[config.mk]
export PLATFORM = sky130hd
export DESIGN_NAME = pressure_sample_conditioner
export DESIGN_NICKNAME = d
export VERILOG_FILES = /design/src/rtl/core/psc_pkg.sv /design/src/rtl/core/pressure_sample_conditioner.sv /design/src/rtl/core/psc_serial_mac.sv /design/src/rtl/core/psc_cfg_regs.sv
export VERILOG_INCLUDE_DIRS = /design/src /design/src/rtl/core
export SDC_FILE = /design/constraint.sdc
export NUM_CORES = 1
export LEC_CHECK = 0
export BUFFER_PORTS_ARGS = -buffer_cell sky130_fd_sc_hd__buf_2
export CAP_MARGIN = 15
export CORE_UTILIZATION = 50
export CTS_CLUSTER_DIAMETER = 80
export DETAILED_ROUTE_END_ITERATION = 10
export PLACE_DENSITY = 0.7
export SLEW_MARGIN = 20
export SYNTH_ARGS = -nofsm -noshare
export SYNTH_HDL_FRONTEND = slang
export SYNTH_SLANG_ARGS = --single-unit
[constraint.sdc]
create_clock -name clk -period 3.94 [get_ports clk]
set_clock_uncertainty 0.2 [all_clocks]
set_input_delay 1.182 -clock clk [delete_from_list [all_inputs] [get_ports clk]]
set_output_delay 1.182 -clock clk [all_outputs]
set_load 0.02 [all_outputs]
[src/rtl/core/assert_macros.svh]
// Assertion macros shared by the pressure sample conditioner RTL.
`ifndef ASSERT_MACROS_SVH
`define ASSERT_MACROS_SVH

`ifndef SYNTH

// Check that a condition holds at every clock edge out of reset.
`define PSC_ASSERT_ALWAYS(label, clk, rst_n, cond) \
    label: assert property (@(posedge clk) disable iff (!rst_n) (cond)) \
        else $error("invariant violated");

// Check that a condition implies another one in the same cycle.
`define PSC_ASSERT_IMPLIES(label, clk, rst_n, ante, cons) \
    label: assert property (@(posedge clk) disable iff (!rst_n) (ante) |-> (cons)) \
        else $error("implication violated");

// Check that a condition implies another one in the next cycle.
`define PSC_ASSERT_NEXT(label, clk, rst_n, ante, cons) \
    label: assert property (@(posedge clk) disable iff (!rst_n) (ante) |=> (cons)) \
        else $error("sequence violated");

`else

`define PSC_ASSERT_ALWAYS(label, clk, rst_n, cond)
`define PSC_ASSERT_IMPLIES(label, clk, rst_n, ante, cons)
`define PSC_ASSERT_NEXT(label, clk, rst_n, ante, cons)

`endif

`endif

[src/rtl/core/psc_pkg.sv]
// Shared types, widths and constants of the pressure sample conditioner.
`default_nettype none

package psc_pkg;

    // Field and register widths
    localparam int ADC_W      = 15;
    localparam int PRESS_W    = 16;
    localparam int BAR_W      = 4;
    localparam int WEIGHT_W   = 16;
    localparam int GAIN_W     = 24;
    localparam int AVG_W      = 24;
    localparam int CFG_ADDR_W = 4;
    localparam int CFG_DATA_W = 32;

    // Default parameter values
    localparam int DEFAULT_BAR_COUNT   = 15;
    localparam int DEFAULT_SAMPLE_BITS = 15;

    // Register reset values
    localparam logic [WEIGHT_W-1:0] WEIGHT_RESET = WEIGHT_W'(6554);
    localparam logic [GAIN_W-1:0]   GAIN_RESET   = GAIN_W'(97525);
    localparam logic [PRESS_W-1:0]  OFFSET_RESET = PRESS_W'(2679);
    localparam logic [PRESS_W-1:0]  LIMIT_RESET  = PRESS_W'(5120);

    // Unity weight, one past the largest Q0.16 weight
    localparam logic [WEIGHT_W:0] WEIGHT_ONE = (WEIGHT_W+1)'(1) << WEIGHT_W;

    // Configuration register index
    typedef enum logic [1:0] {
        REG_SMOOTHING_WEIGHT = 2'd0,
        REG_SCALE_GAIN       = 2'd1,
        REG_SCALE_OFFSET     = 2'd2,
        REG_PRESSURE_LIMIT   = 2'd3
    } reg_index_t;

    // Configuration register contents
    typedef struct packed {
        logic [WEIGHT_W-1:0] smoothing_weight;
        logic [GAIN_W-1:0]   scale_gain;
        logic [PRESS_W-1:0]  scale_offset;
        logic [PRESS_W-1:0]  pressure_limit;
    } cfg_t;

    // Status of a serial multiply-accumulate unit
    typedef struct packed {
        logic busy;
        logic done;
    } mac_status_t;

    // Sequencer states
    typedef enum logic [2:0] {
        ST_IDLE    = 3'd0,
        ST_AVG_MUL = 3'd1,
        ST_AVG_RND = 3'd2,
        ST_SCL_MUL = 3'd3,
        ST_SCL_RND = 3'd4,
        ST_FINISH  = 3'd5
    } state_t;

endpackage

`default_nettype wire

[src/rtl/core/pressure_sample_conditioner.sv]
// A sample runs the averaging multiply, its rounding, the gain multiply, its rounding and the
// finish step; a clear goes straight to finish, which stalls while an untaken result is held.
// Only idle takes a new transaction; the multiplier runs 17 steps for averaging, 24 for gain.
// A finished result waits in the output register while the next transaction is taken.
// Reset (rst_n, asynchronous, active low) zeroes average, previous pressure, peak and bar level,
// and loads the register defaults.
`default_nettype none

module pressure_sample_conditioner #(
    parameter int BAR_COUNT   = psc_pkg::DEFAULT_BAR_COUNT,
    parameter int SAMPLE_BITS = psc_pkg::DEFAULT_SAMPLE_BITS
) (
    input  wire logic                             clk,
    input  wire logic                             rst_n,
    input  wire logic                             sample_valid,
    output logic                                  sample_ready,
    input  wire logic                             command,
    input  wire logic [psc_pkg::ADC_W-1:0]        adc_sample,
    output logic                                  result_valid,
    input  wire logic                             result_ready,
    output logic [psc_pkg::PRESS_W-1:0]           pressure,
    output logic [psc_pkg::PRESS_W-1:0]           peak_pressure,
    output logic                                  over_limit,
    output logic                                  peak_over_limit,
    output logic [psc_pkg::BAR_W-1:0]             bar_level,
    input  wire logic                             psel,
    input  wire logic                             penable,
    input  wire logic                             pwrite,
    input  wire logic [psc_pkg::CFG_ADDR_W-1:0]   paddr,
    input  wire logic [psc_pkg::CFG_DATA_W-1:0]   pwdata,
    output logic [psc_pkg::CFG_DATA_W-1:0]        prdata,
    output logic                                  pready
);
    import psc_pkg::*;

`include "assert_macros.svh"

    localparam int FRAC_W    = AVG_W - SAMPLE_BITS;
    localparam int MB1_W     = WEIGHT_W + 1;
    localparam int P1_W      = AVG_W + MB1_W + 1;
    localparam int P2_W      = AVG_W + GAIN_W + 1;
    localparam int RND_POS   = 15 + FRAC_W;
    localparam int SCALED_W  = P2_W - RND_POS;
    localparam int TARGET_W  = PRESS_W - 9;
    localparam int CAP_INT   = (BAR_COUNT < 15) ? BAR_COUNT : 15;
    localparam logic [BAR_W-1:0] LEVEL_CAP   = BAR_W'(CAP_INT);
    localparam logic [AVG_W-1:0] SAMPLE_MASK = AVG_W'((64'd1 << SAMPLE_BITS) - 64'd1);

    cfg_t            cfg;
    mac_status_t     avg_status;
    mac_status_t     scl_status;
    state_t          state_reg;
    state_t          state_next;

    logic [P1_W-1:0] avg_product;
    logic [P2_W-1:0] scl_product;
    logic [AVG_W-1:0] sample_ext;
    logic [AVG_W-1:0] avg_a1;
    logic [AVG_W-1:0] avg_rnd;
    logic [MB1_W-1:0] weight_new;
    logic [MB1_W-1:0] weight_old;

    logic [SCALED_W-1:0] scaled;
    logic [SCALED_W-1:0] offset_ext;
    logic [SCALED_W-1:0] diff;
    logic [PRESS_W-1:0]  p_calc;

    logic [AVG_W-1:0]   average_reg;
    logic [PRESS_W-1:0] prev_reg;
    logic [PRESS_W-1:0] peak_reg;
    logic [BAR_W-1:0]   lit_bars_reg;
    logic [PRESS_W-1:0] p_work_reg;
    logic               clear_reg;

    logic [PRESS_W-1:0] res_p;
    logic [PRESS_W-1:0] peak_next;
    logic [PRESS_W-1:0] prev_next;
    logic [BAR_W-1:0]   lit_bars_next;
    logic [TARGET_W-1:0] target_raw;
    logic [BAR_W-1:0]   target;

    logic [PRESS_W-1:0] pressure_reg;
    logic [PRESS_W-1:0] peak_pressure_reg;
    logic               over_limit_reg;
    logic               peak_over_limit_reg;
    logic [BAR_W-1:0]   bar_level_reg;
    logic               result_valid_reg;

    logic sample_accept;
    logic avg_start;
    logic scl_start;
    logic avg_load;
    logic p_load;
    logic finish_load;

    // Configuration registers
    psc_cfg_regs u_cfg (
        .clk     (clk),
        .rst_n   (rst_n),
        .psel    (psel),
        .penable (penable),
        .pwrite  (pwrite),
        .paddr   (paddr),
        .pwdata  (pwdata),
        .prdata  (prdata),
        .pready  (pready),
        .cfg     (cfg)
    );

    // Prepare the averaging operands
    assign sample_ext = AVG_W'(adc_sample) & SAMPLE_MASK;
    assign avg_a1     = sample_ext << FRAC_W;
    assign weight_new = MB1_W'(cfg.smoothing_weight);
    assign weight_old = WEIGHT_ONE - weight_new;

    psc_serial_mac #(
        .A_W (AVG_W),
        .B_W (MB1_W)
    ) u_avg_mac (
        .clk     (clk),
        .rst_n   (rst_n),
        .start   (avg_start),
        .a1      (avg_a1),
        .a2      (average_reg),
        .b1      (weight_new),
        .b2      (weight_old),
        .product (avg_product),
        .status  (avg_status)
    );

    // Round the weighted sum to the new average
    assign avg_rnd = avg_product[16 +: AVG_W] + AVG_W'(avg_product[15]);

    psc_serial_mac #(
        .A_W (AVG_W),
        .B_W (GAIN_W)
    ) u_scl_mac (
        .clk     (clk),
        .rst_n   (rst_n),
        .start   (scl_start),
        .a1      (avg_rnd),
        .a2      ('0),
        .b1      (cfg.scale_gain),
        .b2      ('0),
        .product (scl_product),
        .status  (scl_status)
    );

    // Round the scaled value, remove the offset, clamp and saturate
    always_comb
    begin
        scaled     = SCALED_W'(scl_product[P2_W-1:RND_POS+1]) + SCALED_W'(scl_product[RND_POS]);
        offset_ext = SCALED_W'(cfg.scale_offset);
        diff       = scaled - offset_ext;
        if (scaled <= offset_ext)
        begin
            p_calc = '0;
        end
        else if (diff[SCALED_W-1:PRESS_W] != '0)
        begin
            p_calc = '1;
        end
        else
        begin
            p_calc = diff[PRESS_W-1:0];
        end
    end

    // Work out the result and the state updates
    always_comb
    begin
        target_raw = p_work_reg[PRESS_W-1:9];
        target     = (target_raw > TARGET_W'(LEVEL_CAP)) ? LEVEL_CAP : target_raw[BAR_W-1:0];
        if (clear_reg)
        begin
            res_p         = prev_reg;
            peak_next     = '0;
            prev_next     = prev_reg;
            lit_bars_next = lit_bars_reg;
        end
        else
        begin
            res_p         = p_work_reg;
            prev_next     = p_work_reg;
            peak_next     = (p_work_reg > peak_reg) ? p_work_reg : peak_reg;
            lit_bars_next = lit_bars_reg;
            if (p_work_reg > prev_reg)
            begin
                if (target > lit_bars_reg)
                begin
                    lit_bars_next = target;
                end
            end
            else if (p_work_reg < prev_reg)
            begin
                if (target < lit_bars_reg)
                begin
                    lit_bars_next = target;
                end
            end
        end
    end

    // Sequencer next state
    always_comb
    begin
        state_next = state_reg;
        case (state_reg)
            ST_IDLE:
            begin
                if (sample_valid)
                begin
                    state_next = command ? ST_FINISH : ST_AVG_MUL;
                end
            end
            ST_AVG_MUL:
            begin
                if (avg_status.done)
                begin
                    state_next = ST_AVG_RND;
                end
            end
            ST_AVG_RND:
            begin
                state_next = ST_SCL_MUL;
            end
            ST_SCL_MUL:
            begin
                if (scl_status.done)
                begin
                    state_next = ST_SCL_RND;
                end
            end
            ST_SCL_RND:
            begin
                state_next = ST_FINISH;
            end
            ST_FINISH:
            begin
                if (!result_valid_reg || result_ready)
                begin
                    state_next = ST_IDLE;
                end
            end
            default:
            begin
                state_next = ST_IDLE;
            end
        endcase
    end

    // Sequencer outputs
    always_comb
    begin
        sample_ready = 1'b0;
        avg_start    = 1'b0;
        scl_start    = 1'b0;
        avg_load     = 1'b0;
        p_load       = 1'b0;
        finish_load  = 1'b0;
        case (state_reg)
            ST_IDLE:
            begin
                sample_ready = 1'b1;
                avg_start    = sample_valid && !command;
            end
            ST_AVG_RND:
            begin
                scl_start = 1'b1;
                avg_load  = 1'b1;
            end
            ST_SCL_RND:
            begin
                p_load = 1'b1;
            end
            ST_FINISH:
            begin
                finish_load = !result_valid_reg || result_ready;
            end
            default:
            begin
                sample_ready = 1'b0;
            end
        endcase
    end

    assign sample_accept = sample_valid && sample_ready;

    // Sequencer and block state
    always_ff @(posedge clk or negedge rst_n)
    begin
        if (!rst_n)
        begin
            state_reg    <= ST_IDLE;
            clear_reg    <= 1'b0;
            average_reg  <= '0;
            prev_reg     <= '0;
            peak_reg     <= '0;
            lit_bars_reg <= '0;
        end
        else
        begin
            state_reg <= state_next;
            if (sample_accept)
            begin
                clear_reg <= command;
            end
            if (avg_load)
            begin
                average_reg <= avg_rnd;
            end
            if (finish_load)
            begin
                prev_reg     <= prev_next;
                peak_reg     <= peak_next;
                lit_bars_reg <= lit_bars_next;
            end
        end
    end

    // Hold the computed pressure until the finish step
    always_ff @(posedge clk)
    begin
        if (p_load)
        begin
            p_work_reg <= p_calc;
        end
    end

    // Output register valid flag
    always_ff @(posedge clk or negedge rst_n)
    begin
        if (!rst_n)
        begin
            result_valid_reg <= 1'b0;
        end
        else if (finish_load)
        begin
            result_valid_reg <= 1'b1;
        end
        else if (result_ready)
        begin
            result_valid_reg <= 1'b0;
        end
    end

    // Output register payload
    always_ff @(posedge clk)
    begin
        if (finish_load)
        begin
            pressure_reg        <= res_p;
            peak_pressure_reg   <= peak_next;
            over_limit_reg      <= (res_p > cfg.pressure_limit);
            peak_over_limit_reg <= (peak_next > cfg.pressure_limit);
            bar_level_reg       <= lit_bars_next;
        end
    end

    assign result_valid    = result_valid_reg;
    assign pressure        = pressure_reg;
    assign peak_pressure   = peak_pressure_reg;
    assign over_limit      = over_limit_reg;
    assign peak_over_limit = peak_over_limit_reg;
    assign bar_level       = bar_level_reg;

    // Checks
    `PSC_ASSERT_ALWAYS(a_bar_cap, clk, rst_n, lit_bars_reg <= LEVEL_CAP)
    `PSC_ASSERT_IMPLIES(a_avg_busy, clk, rst_n, avg_status.busy, state_reg == ST_AVG_MUL)
    `PSC_ASSERT_IMPLIES(a_scl_busy, clk, rst_n, scl_status.busy, state_reg == ST_SCL_MUL)
    `PSC_ASSERT_NEXT(a_out_load, clk, rst_n, !result_valid_reg && state_reg != ST_FINISH, !result_valid_reg)

endmodule

`default_nettype wire

[src/rtl/core/psc_serial_mac.sv]
// Bit-serial multiply-accumulate unit: a1*b1 + a2*b2, one multiplier bit per cycle.
`default_nettype none

module psc_serial_mac #(
    parameter int A_W = 24,
    parameter int B_W = 17
) (
    input  wire logic                 clk,
    input  wire logic                 rst_n,
    input  wire logic                 start,
    input  wire logic [A_W-1:0]       a1,
    input  wire logic [A_W-1:0]       a2,
    input  wire logic [B_W-1:0]       b1,
    input  wire logic [B_W-1:0]       b2,
    output logic [A_W+B_W:0]          product,
    output psc_pkg::mac_status_t      status
);
    import psc_pkg::*;

    localparam int P_W   = A_W + B_W + 1;
    localparam int CNT_W = $clog2(B_W);

    logic [A_W-1:0]   a1_reg;
    logic [A_W-1:0]   a2_reg;
    logic [B_W-1:0]   b1_reg;
    logic [B_W-1:0]   b2_reg;
    logic [P_W-1:0]   acc_reg;
    logic [P_W-1:0]   acc_next;
    logic [CNT_W-1:0] cnt_reg;
    logic             busy_reg;
    logic             done_reg;
    logic             last_step;
    logic [A_W-1:0]   add1;
    logic [A_W-1:0]   add2;
    logic [A_W+1:0]   sum;

    // Add the selected multiplicands into the upper part and shift right
    always_comb
    begin
        add1     = b1_reg[0] ? a1_reg : '0;
        add2     = b2_reg[0] ? a2_reg : '0;
        sum      = (A_W+2)'(acc_reg[P_W-1:B_W]) + (A_W+2)'(add1) + (A_W+2)'(add2);
        acc_next = {sum, acc_reg[B_W-1:1]};
    end

    assign last_step = (cnt_reg == CNT_W'(B_W-1));

    // Step counter and status flags
    always_ff @(posedge clk or negedge rst_n)
    begin
        if (!rst_n)
        begin
            cnt_reg  <= '0;
            busy_reg <= 1'b0;
            done_reg <= 1'b0;
        end
        else
        begin
            done_reg <= busy_reg && last_step;
            if (start)
            begin
                cnt_reg  <= '0;
                busy_reg <= 1'b1;
            end
            else if (busy_reg)
            begin
                cnt_reg <= cnt_reg + CNT_W'(1);
                if (last_step)
                begin
                    busy_reg <= 1'b0;
                end
            end
        end
    end

    // Operand and accumulator shift registers
    always_ff @(posedge clk)
    begin
        if (start)
        begin
            a1_reg  <= a1;
            a2_reg  <= a2;
            b1_reg  <= b1;
            b2_reg  <= b2;
            acc_reg <= '0;
        end
        else if (busy_reg)
        begin
            b1_reg  <= b1_reg >> 1;
            b2_reg  <= b2_reg >> 1;
            acc_reg <= acc_next;
        end
    end

    assign product     = acc_reg;
    assign status.busy = busy_reg;
    assign status.done = done_reg;

endmodule

`default_nettype wire

[src/rtl/core/psc_cfg_regs.sv]
// APB configuration registers of the pressure sample conditioner.
`default_nettype none

module psc_cfg_regs (
    input  wire logic                             clk,
    input  wire logic                             rst_n,
    input  wire logic                             psel,
    input  wire logic                             penable,
    input  wire logic                             pwrite,
    input  wire logic [psc_pkg::CFG_ADDR_W-1:0]   paddr,
    input  wire logic [psc_pkg::CFG_DATA_W-1:0]   pwdata,
    output logic [psc_pkg::CFG_DATA_W-1:0]        prdata,
    output logic                                  pready,
    output psc_pkg::cfg_t                         cfg
);
    import psc_pkg::*;

    cfg_t       cfg_reg;
    cfg_t       cfg_next;
    reg_index_t index;
    logic       wr_en;

    assign index = reg_index_t'(paddr[CFG_ADDR_W-1:2]);
    assign wr_en = psel && penable && pwrite;

    // Decode the write transaction
    always_comb
    begin
        cfg_next = cfg_reg;
        if (wr_en)
        begin
            case (index)
                REG_SMOOTHING_WEIGHT: cfg_next.smoothing_weight = pwdata[WEIGHT_W-1:0];
                REG_SCALE_GAIN:       cfg_next.scale_gain       = pwdata[GAIN_W-1:0];
                REG_SCALE_OFFSET:     cfg_next.scale_offset     = pwdata[PRESS_W-1:0];
                REG_PRESSURE_LIMIT:   cfg_next.pressure_limit   = pwdata[PRESS_W-1:0];
                default:              cfg_next = cfg_reg;
            endcase
        end
    end

    // Hold the register values
    always_ff @(posedge clk or negedge rst_n)
    begin
        if (!rst_n)
        begin
            cfg_reg.smoothing_weight <= WEIGHT_RESET;
            cfg_reg.scale_gain       <= GAIN_RESET;
            cfg_reg.scale_offset     <= OFFSET_RESET;
            cfg_reg.pressure_limit   <= LIMIT_RESET;
        end
        else
        begin
            cfg_reg <= cfg_next;
        end
    end

    // Return the addressed register on a read
    always_comb
    begin
        case (index)
            REG_SMOOTHING_WEIGHT: prdata = CFG_DATA_W'(cfg_reg.smoothing_weight);
            REG_SCALE_GAIN:       prdata = CFG_DATA_W'(cfg_reg.scale_gain);
            REG_SCALE_OFFSET:     prdata = CFG_DATA_W'(cfg_reg.scale_offset);
            REG_PRESSURE_LIMIT:   prdata = CFG_DATA_W'(cfg_reg.pressure_limit);
            default:              prdata = '0;
        endcase
    end

    assign pready = 1'b1;
    assign cfg    = cfg_reg;

endmodule

`default_nettype wire

After elaboration in Yosys (flattened, before gate mapping)
Index checks and enable logic that the tools add are counted.

word-level totals
  flip-flop bits (word level) = 416
  input port bits = 59
  output and inout port bits = 73
  word-level logic and storage cells = 126

operators by class
  reductions and logical operators = 20
  multiplexer cells = 43
  eq/ne operators = 14
  add/subtract/negate cells = 9
  $lt $le $gt $ge = 9

operator list
  operator                number
  $pmux 32 s4             1
  $mux 24                 5
  $mux 16                 6
  $gt 16x16->1            4
  $add 25x24->26          2
  $mux 17                 2
  $add 26x24->26          1
  $add 24x1->25           1
  $le 25x16->1            1
  $sub 25x16->25          1
  $add 24x1->24           1
  $mux 4                  6
  $mux 5                  4
  $pmux 3 s6              1
  $sub 17x16->17 const A  1
  $lt 16x16->1            1
  $mux 3                  5
  $mux 1                  13
  $add 5x1->5 const B     2
  $eq 5x5->1 const B      2
  $reduce_bool 9->1       1
  $reduce_and 2->1        4
  $gt 7x4->1 const B      1
  $eq 3x2->1 const B      2
  15 further kinds        27

Logic depth before layout (Yosys ltp)
  depth in word-level cells = 7
  depth in mapped cells = 22
  mapped depth without buffers = 21

Hierarchy
Synthesis repeated with hierarchy kept, for this count alone.

second synthesis, totals
  cell total of the unflattened synthesis = 2222
  area total of the unflattened synthesis = 26181.4 um2

by module, submodules not included
  module                       times used  cells an instance  area each (um2)  seq. area each (um2)
  pressure_sample_conditioner  1           917                8715.9           3248.1
  psc_serial_mac at u_scl_mac  1           577                7518.5           4038.9
  psc_serial_mac at u_avg_mac  1           532                6627.6           3478.3
  psc_cfg_regs                 1           196                3319.4           1838.0

Worst setup path after synthesis
OpenSTA, ideal clock, no wires.

  path type = register -> register
  start point = register u_scl_mac.acc_reg[25], in the netlist u_scl_mac.product[25]
  end point = register p_work_reg[14], data pin
  clock period less this slack = 4.242 ns
  arrival = 3.772 ns
  library setup time = 0.270 ns
  stages on the path, launching flop included = 18
  path buffers = 1
  data required time = 3.470 ns
  slack = -0.302 ns
  path through = dfxtp_1 > ha_1 > ha_1 > nand4_1 > nor2_1 > nand2_1 > xnor2_1 > ha_1 > a21o_1 > a21o_1 > a21o_1 > a211oi_1 > o21ai_0 > nor2_1 > a21oi_1 > nor4_2 > dlymetal6s2s_1 > a21oi_1

between the ends
  cells in the longest elaborated chain, start to end = 4
  elaborated cells between the ends (all ways) = 5
  classes of those cells = add/sub: 2; order compare: 1; mux: 1; reduce/logical: 1

ends and longest elaborated chain
  element                   line                                RTL
  start: declaration        psc_serial_mac.sv:27                logic [P_W-1:0] acc_reg;
  start signal: assignment  psc_serial_mac.sv:91                acc_reg <= acc_next;
  $add 24x1->25 (*)         pressure_sample_conditioner.sv:152  scaled = SCALED_W'(scl_product[P2_W-1:RND_POS+1]) + SCALED_W'(scl_product[RND_POS]);
  $sub 25x16->25            pressure_sample_conditioner.sv:154  diff = scaled - offset_ext;
  $reduce_bool 9->1         pressure_sample_conditioner.sv:159  else if (diff[SCALED_W-1:PRESS_W] != '0)
  $mux 16                   pressure_sample_conditioner.sv:159
  end signal: assignment    pressure_sample_conditioner.sv:326  p_work_reg <= p_calc;
  end: declaration          pressure_sample_conditioner.sv:72   logic [PRESS_W-1:0] p_work_reg;

Every way passes the cells marked *; elsewhere a longest branch is shown, timed or not.
A chain may end at the register's enable or synchronous reset.

Worst setup path in the final report
  start point = register p_work_reg[1]
  end point = register peak_over_limit_reg, in the netlist peak_over_limit, data pin

between the ends
  cells in the longest elaborated chain, start to end = 4

ends and longest elaborated chain
  element                 line                                RTL
  $gt 16x16->1            pressure_sample_conditioner.sv:185  peak_next = (p_work_reg > peak_reg) ? p_work_reg : peak_reg;
  $mux 16 (*)             pressure_sample_conditioner.sv:185
  $mux 16 (*)             pressure_sample_conditioner.sv:174  if (clear_reg)
  via peak_next[1]        pressure_sample_conditioner.sv:76   logic [PRESS_W-1:0] peak_next;
  $gt 16x16->1 (*)        pressure_sample_conditioner.sv:355  peak_over_limit_reg <= (peak_next > cfg.pressure_limit);
  end signal: assignment  pressure_sample_conditioner.sv:355
  end: declaration        pressure_sample_conditioner.sv:85   logic peak_over_limit_reg;

The timed path passes the listed nets; every way through them passes the cells marked *.

==> run metrics <==
Flop pwr share 31.9%; first-pass GRT wire length 80,380 µm; layout cells sized above 1 20.66%; # DRC 0; internal power 12.38 mW; slowest stage cell, crit path edfxtp_1; largest net degree at the start of global routing 76; Final Cycle Share 100.7%; Arrival @ worst endpoint 4.10 ns; R2R Path End peak_over_limit$_DFFE_PP_; Hold EP u_avg_mac.a2_reg[1]$_DFFE_PP_; vias in the first global route 15.82k; row count 75; worst-path maximum fanout 3; Syn Area/Cell 10.38 µm²; highest clock rate 252.0 MHz; H-tree Lvls 2; fin worst setup slack -0.02834 ns; biggest area consumer among synthesized cells edfxtp_1; Layout fillers 3,485; r2r setup slk -0.03 ns; flops & latches, synth 377; Area Growth Syn to Fin 15.87%; Top Ports 132; setup TNS -0.02834 ns; Data required, critical path 4.07 ns; CP endpoint kind flip-flop; Num Clock Sinks 377; # hold bufs at CTS 0; violated checks negative setup slack; FFs w/ async S/R, synth 40.05%; sw frac 39.15%; antenna violations before repair 1; Max-Cap Viols 0; CTS tree built; sequential share of the synthesized area 47.16%; reg-to-reg startpoint p_work_reg[1]$_SDFFCE_PP0P_; synthesized area 21,380 µm²; Cell variety after synth 86; Leak 11.10 nW; HP Class flip-flop to flip-flop; max-slew violations 0; DRT iter0 DRCs 808; slew of the pin with the lowest slew margin 0.7800 ns; hold_sp average_reg[1]$_DFFE_PN0P_; Worst Setup Start Kind flip-flop; via count 15.65k; Max-slew headroom 48.00%; Num CTS Buffers 43; Gate Count Post-Synth 2,059; Synth Flop Type edfxtp_1; Tmin final 3.968 ns; full die area 43,590 µm²; Skew-Pair Late Insertion Delay 0.59 ns; Switching Power 7.965 mW; max reg flops 72; Global Route Usage Sum 22.96%; commonest non-fill, non-tap cell in the layout nand2_1; combinational share of power 49.1%; drt via density 5.525; TritonRoute pass-1 iters 7; hpwl dp 36,260 µm; Routed Antenna Nets 0; Wirelength per Cell 17.31 µm; Longest Clk Path Bufs 3; run status complete, but fails checks; Final Hold Viols 0; Clock power frac 19.0%; Worst Path Class, Setup flip-flop to flip-flop; Yosys warnings 0; CTS root buf clkbuf_16; chip width 208.8 µm; FF-to-FF path depth 20; final net count 2,484; Power Density 821.4 nW/µm²; # setup viols final 1; Detailed Route WL 49,030 µm; RSZ-0062 raised after global routing yes; Core Box Area 42,040 µm²; WHS Path Cells 0; Overflow after GRT 0; chip height 208.8 µm; Seq. cell area 10,080 µm²; footprint of the multi-input gates 10,540 µm²; IO Port Bufs 112; Clock transition at path regs 0.06 ns; # diodes 0; top-area cell type share of the netlist area 24.44%; most frequent cells in the layout nand2_1, edfxtp_1, inv_1; EDFF count, synth 174; final core occ 58.92%; top post-synthesis cells by area edfxtp_1, dfrtp_1, ha_1; peak supply drop 0.0005460 V; initial core utilization 50.85%; Critical Path Max Stage Delay 0.41 ns; critical-path cell list ha_1, nor2b_1, o21a_1, o21ai_1, a21oi_1, a221oi_2, o21ai_1, nand2_2, mux2i_1, nor2_1, ha_1, nor2b_1, o21a_1, o21ai_1, nand2b_1, a21oi_2, nor2b_1, o211ai_1, a211o_1, a31oi_1; Routability Congestion 0.8855
==> synth_stat cells, drive strengths merged (12+ instances only) <==
library cell  instances
a211oi               15
fa                   18
nand2               326
inv                 147
mux4                 16
mux2                 81
nor2                121
nand3                38
or3                  12
mux2i                56
a21o                 39
nor3                 28
xnor2                74
clkbuf               63
o21a                 18
edfxtp              174
dfstp                29
and2                 52
a22o                 12
dfrtp               122
nor4                 12
ha                  148
xor2                 42
buf                  18
nand2b               16
a21oi                82
nand4                27
o21ai                97
dfxtp                52
==> power groups by stage <==
| stage | clock [mW] | sequential (mW) | combinational (mW) |
|---|---|---|---|
| after floorplan | 0 | 6.43 | 7.08 |
| after global placement | 0 | 6.50 | 9.44 |
| after detailed placement | 0 | 6.55 | 9.76 |
| after CTS | 3.96 | 6.49 | 9.88 |
| after global routing | 4.12 | 6.64 | 11.2 |
| final | 3.87 | 6.48 | 10.0 |
==> how the worst max path moves through the flow <==
stage	startpoint	end	slack [ns]	cells after the start
after global placement	p_work_reg[1]$_SDFFCE_PP0P_	peak_over_limit$_DFFE_PP_	-0.08	20
after CTS	u_scl_mac.product[25]$_SDFFE_PP0P_	p_work_reg[1]$_SDFFCE_PP0P_	-0.002	16
after global routing	u_scl_mac.product[24]$_SDFFE_PP0P_	p_work_reg[1]$_SDFFCE_PP0P_	-0.18	16
final	p_work_reg[1]$_SDFFCE_PP0P_	peak_over_limit$_DFFE_PP_	-0.03	20
after detailed placement	u_scl_mac.product[25]$_SDFFE_PP0P_	p_work_reg[1]$_SDFFCE_PP0P_	-0.15	16
after floorplan	u_scl_mac.product[25]$_SDFFE_PP0P_	p_work_reg[11]$_SDFFCE_PP0P_	-0.04	17
==> worst max-delay path: cells and delay by family (launching register included) <==
| family | cells | cell delay [ns] |
|---|---|---|
| compound gates | 11 | 1.69 |
| fa+ha+maj | 2 | 0.61 |
| simple gates | 6 | 0.60 |
| flops | 1 | 0.41 |
| mux | 1 | 0.22 |
==> what timing repair did <==
item                                    in CTS  in global routing
gates resized for setup                      9                 19
buffers inserted                             1                  1
endpoints found under the setup margin      18                 31
gates cloned                                 0                  0
pin swaps                                    8                  7
==> final cells by class <==
cell class | instances | area share, %
multi-input combinational | 1459 | 42.54
sequential | 377 | 40.71
timing repair buffer | 231 | 6.329
clock buffer | 55 | 4.581
tap | 539 | 2.722
inverter | 147 | 2.227
clock inverter | 25 | 0.8890
==> per-stage QoR <==
stage | hold WS (ns) | worst slack, ns | power (mW) | cells | instance area (µm²)
3_5_place_dp | 0.2311 | -0.1472 | 16.31 | 2751 | 23300
4_1_cts | 0.2441 | -0.002461 | 20.33 | 2832 | 24690
5_1_grt | 0.2512 | -0.1802 | 21.95 | 2833 | 24770
2_1_floorplan | 0.2248 | -0.03990 | 13.51 | 2066 | 21460
3_3_place_gp | 0.2307 | -0.08101 | 15.94 | 2751 | 23300
6_report | 0.2387 | -0.02834 | 20.35 | 2833 | 24770
==> per-layer routing <==
layer	global-route usage (%)	up-vias	part of all wire, %
met2	40.34	307	50
met4	9.457	2	3.3
li1	-	7643	-
met5	0	-	0.022
met1	28.38	7597	43
met3	3.111	102	3.4
==> cell families after synthesis <==
group,share of synthesized area [%]
DFF,47.16
other,0.03513
xor gates and xnor gates,4.752
buffers and inverters,4.430
and+or+nand+nor,14.58
muxes,8.574
AOI/OAI and AO/OA,10.13
adders and majority gates,10.35
Note: power is estimated with default switching activity, not from simulation.
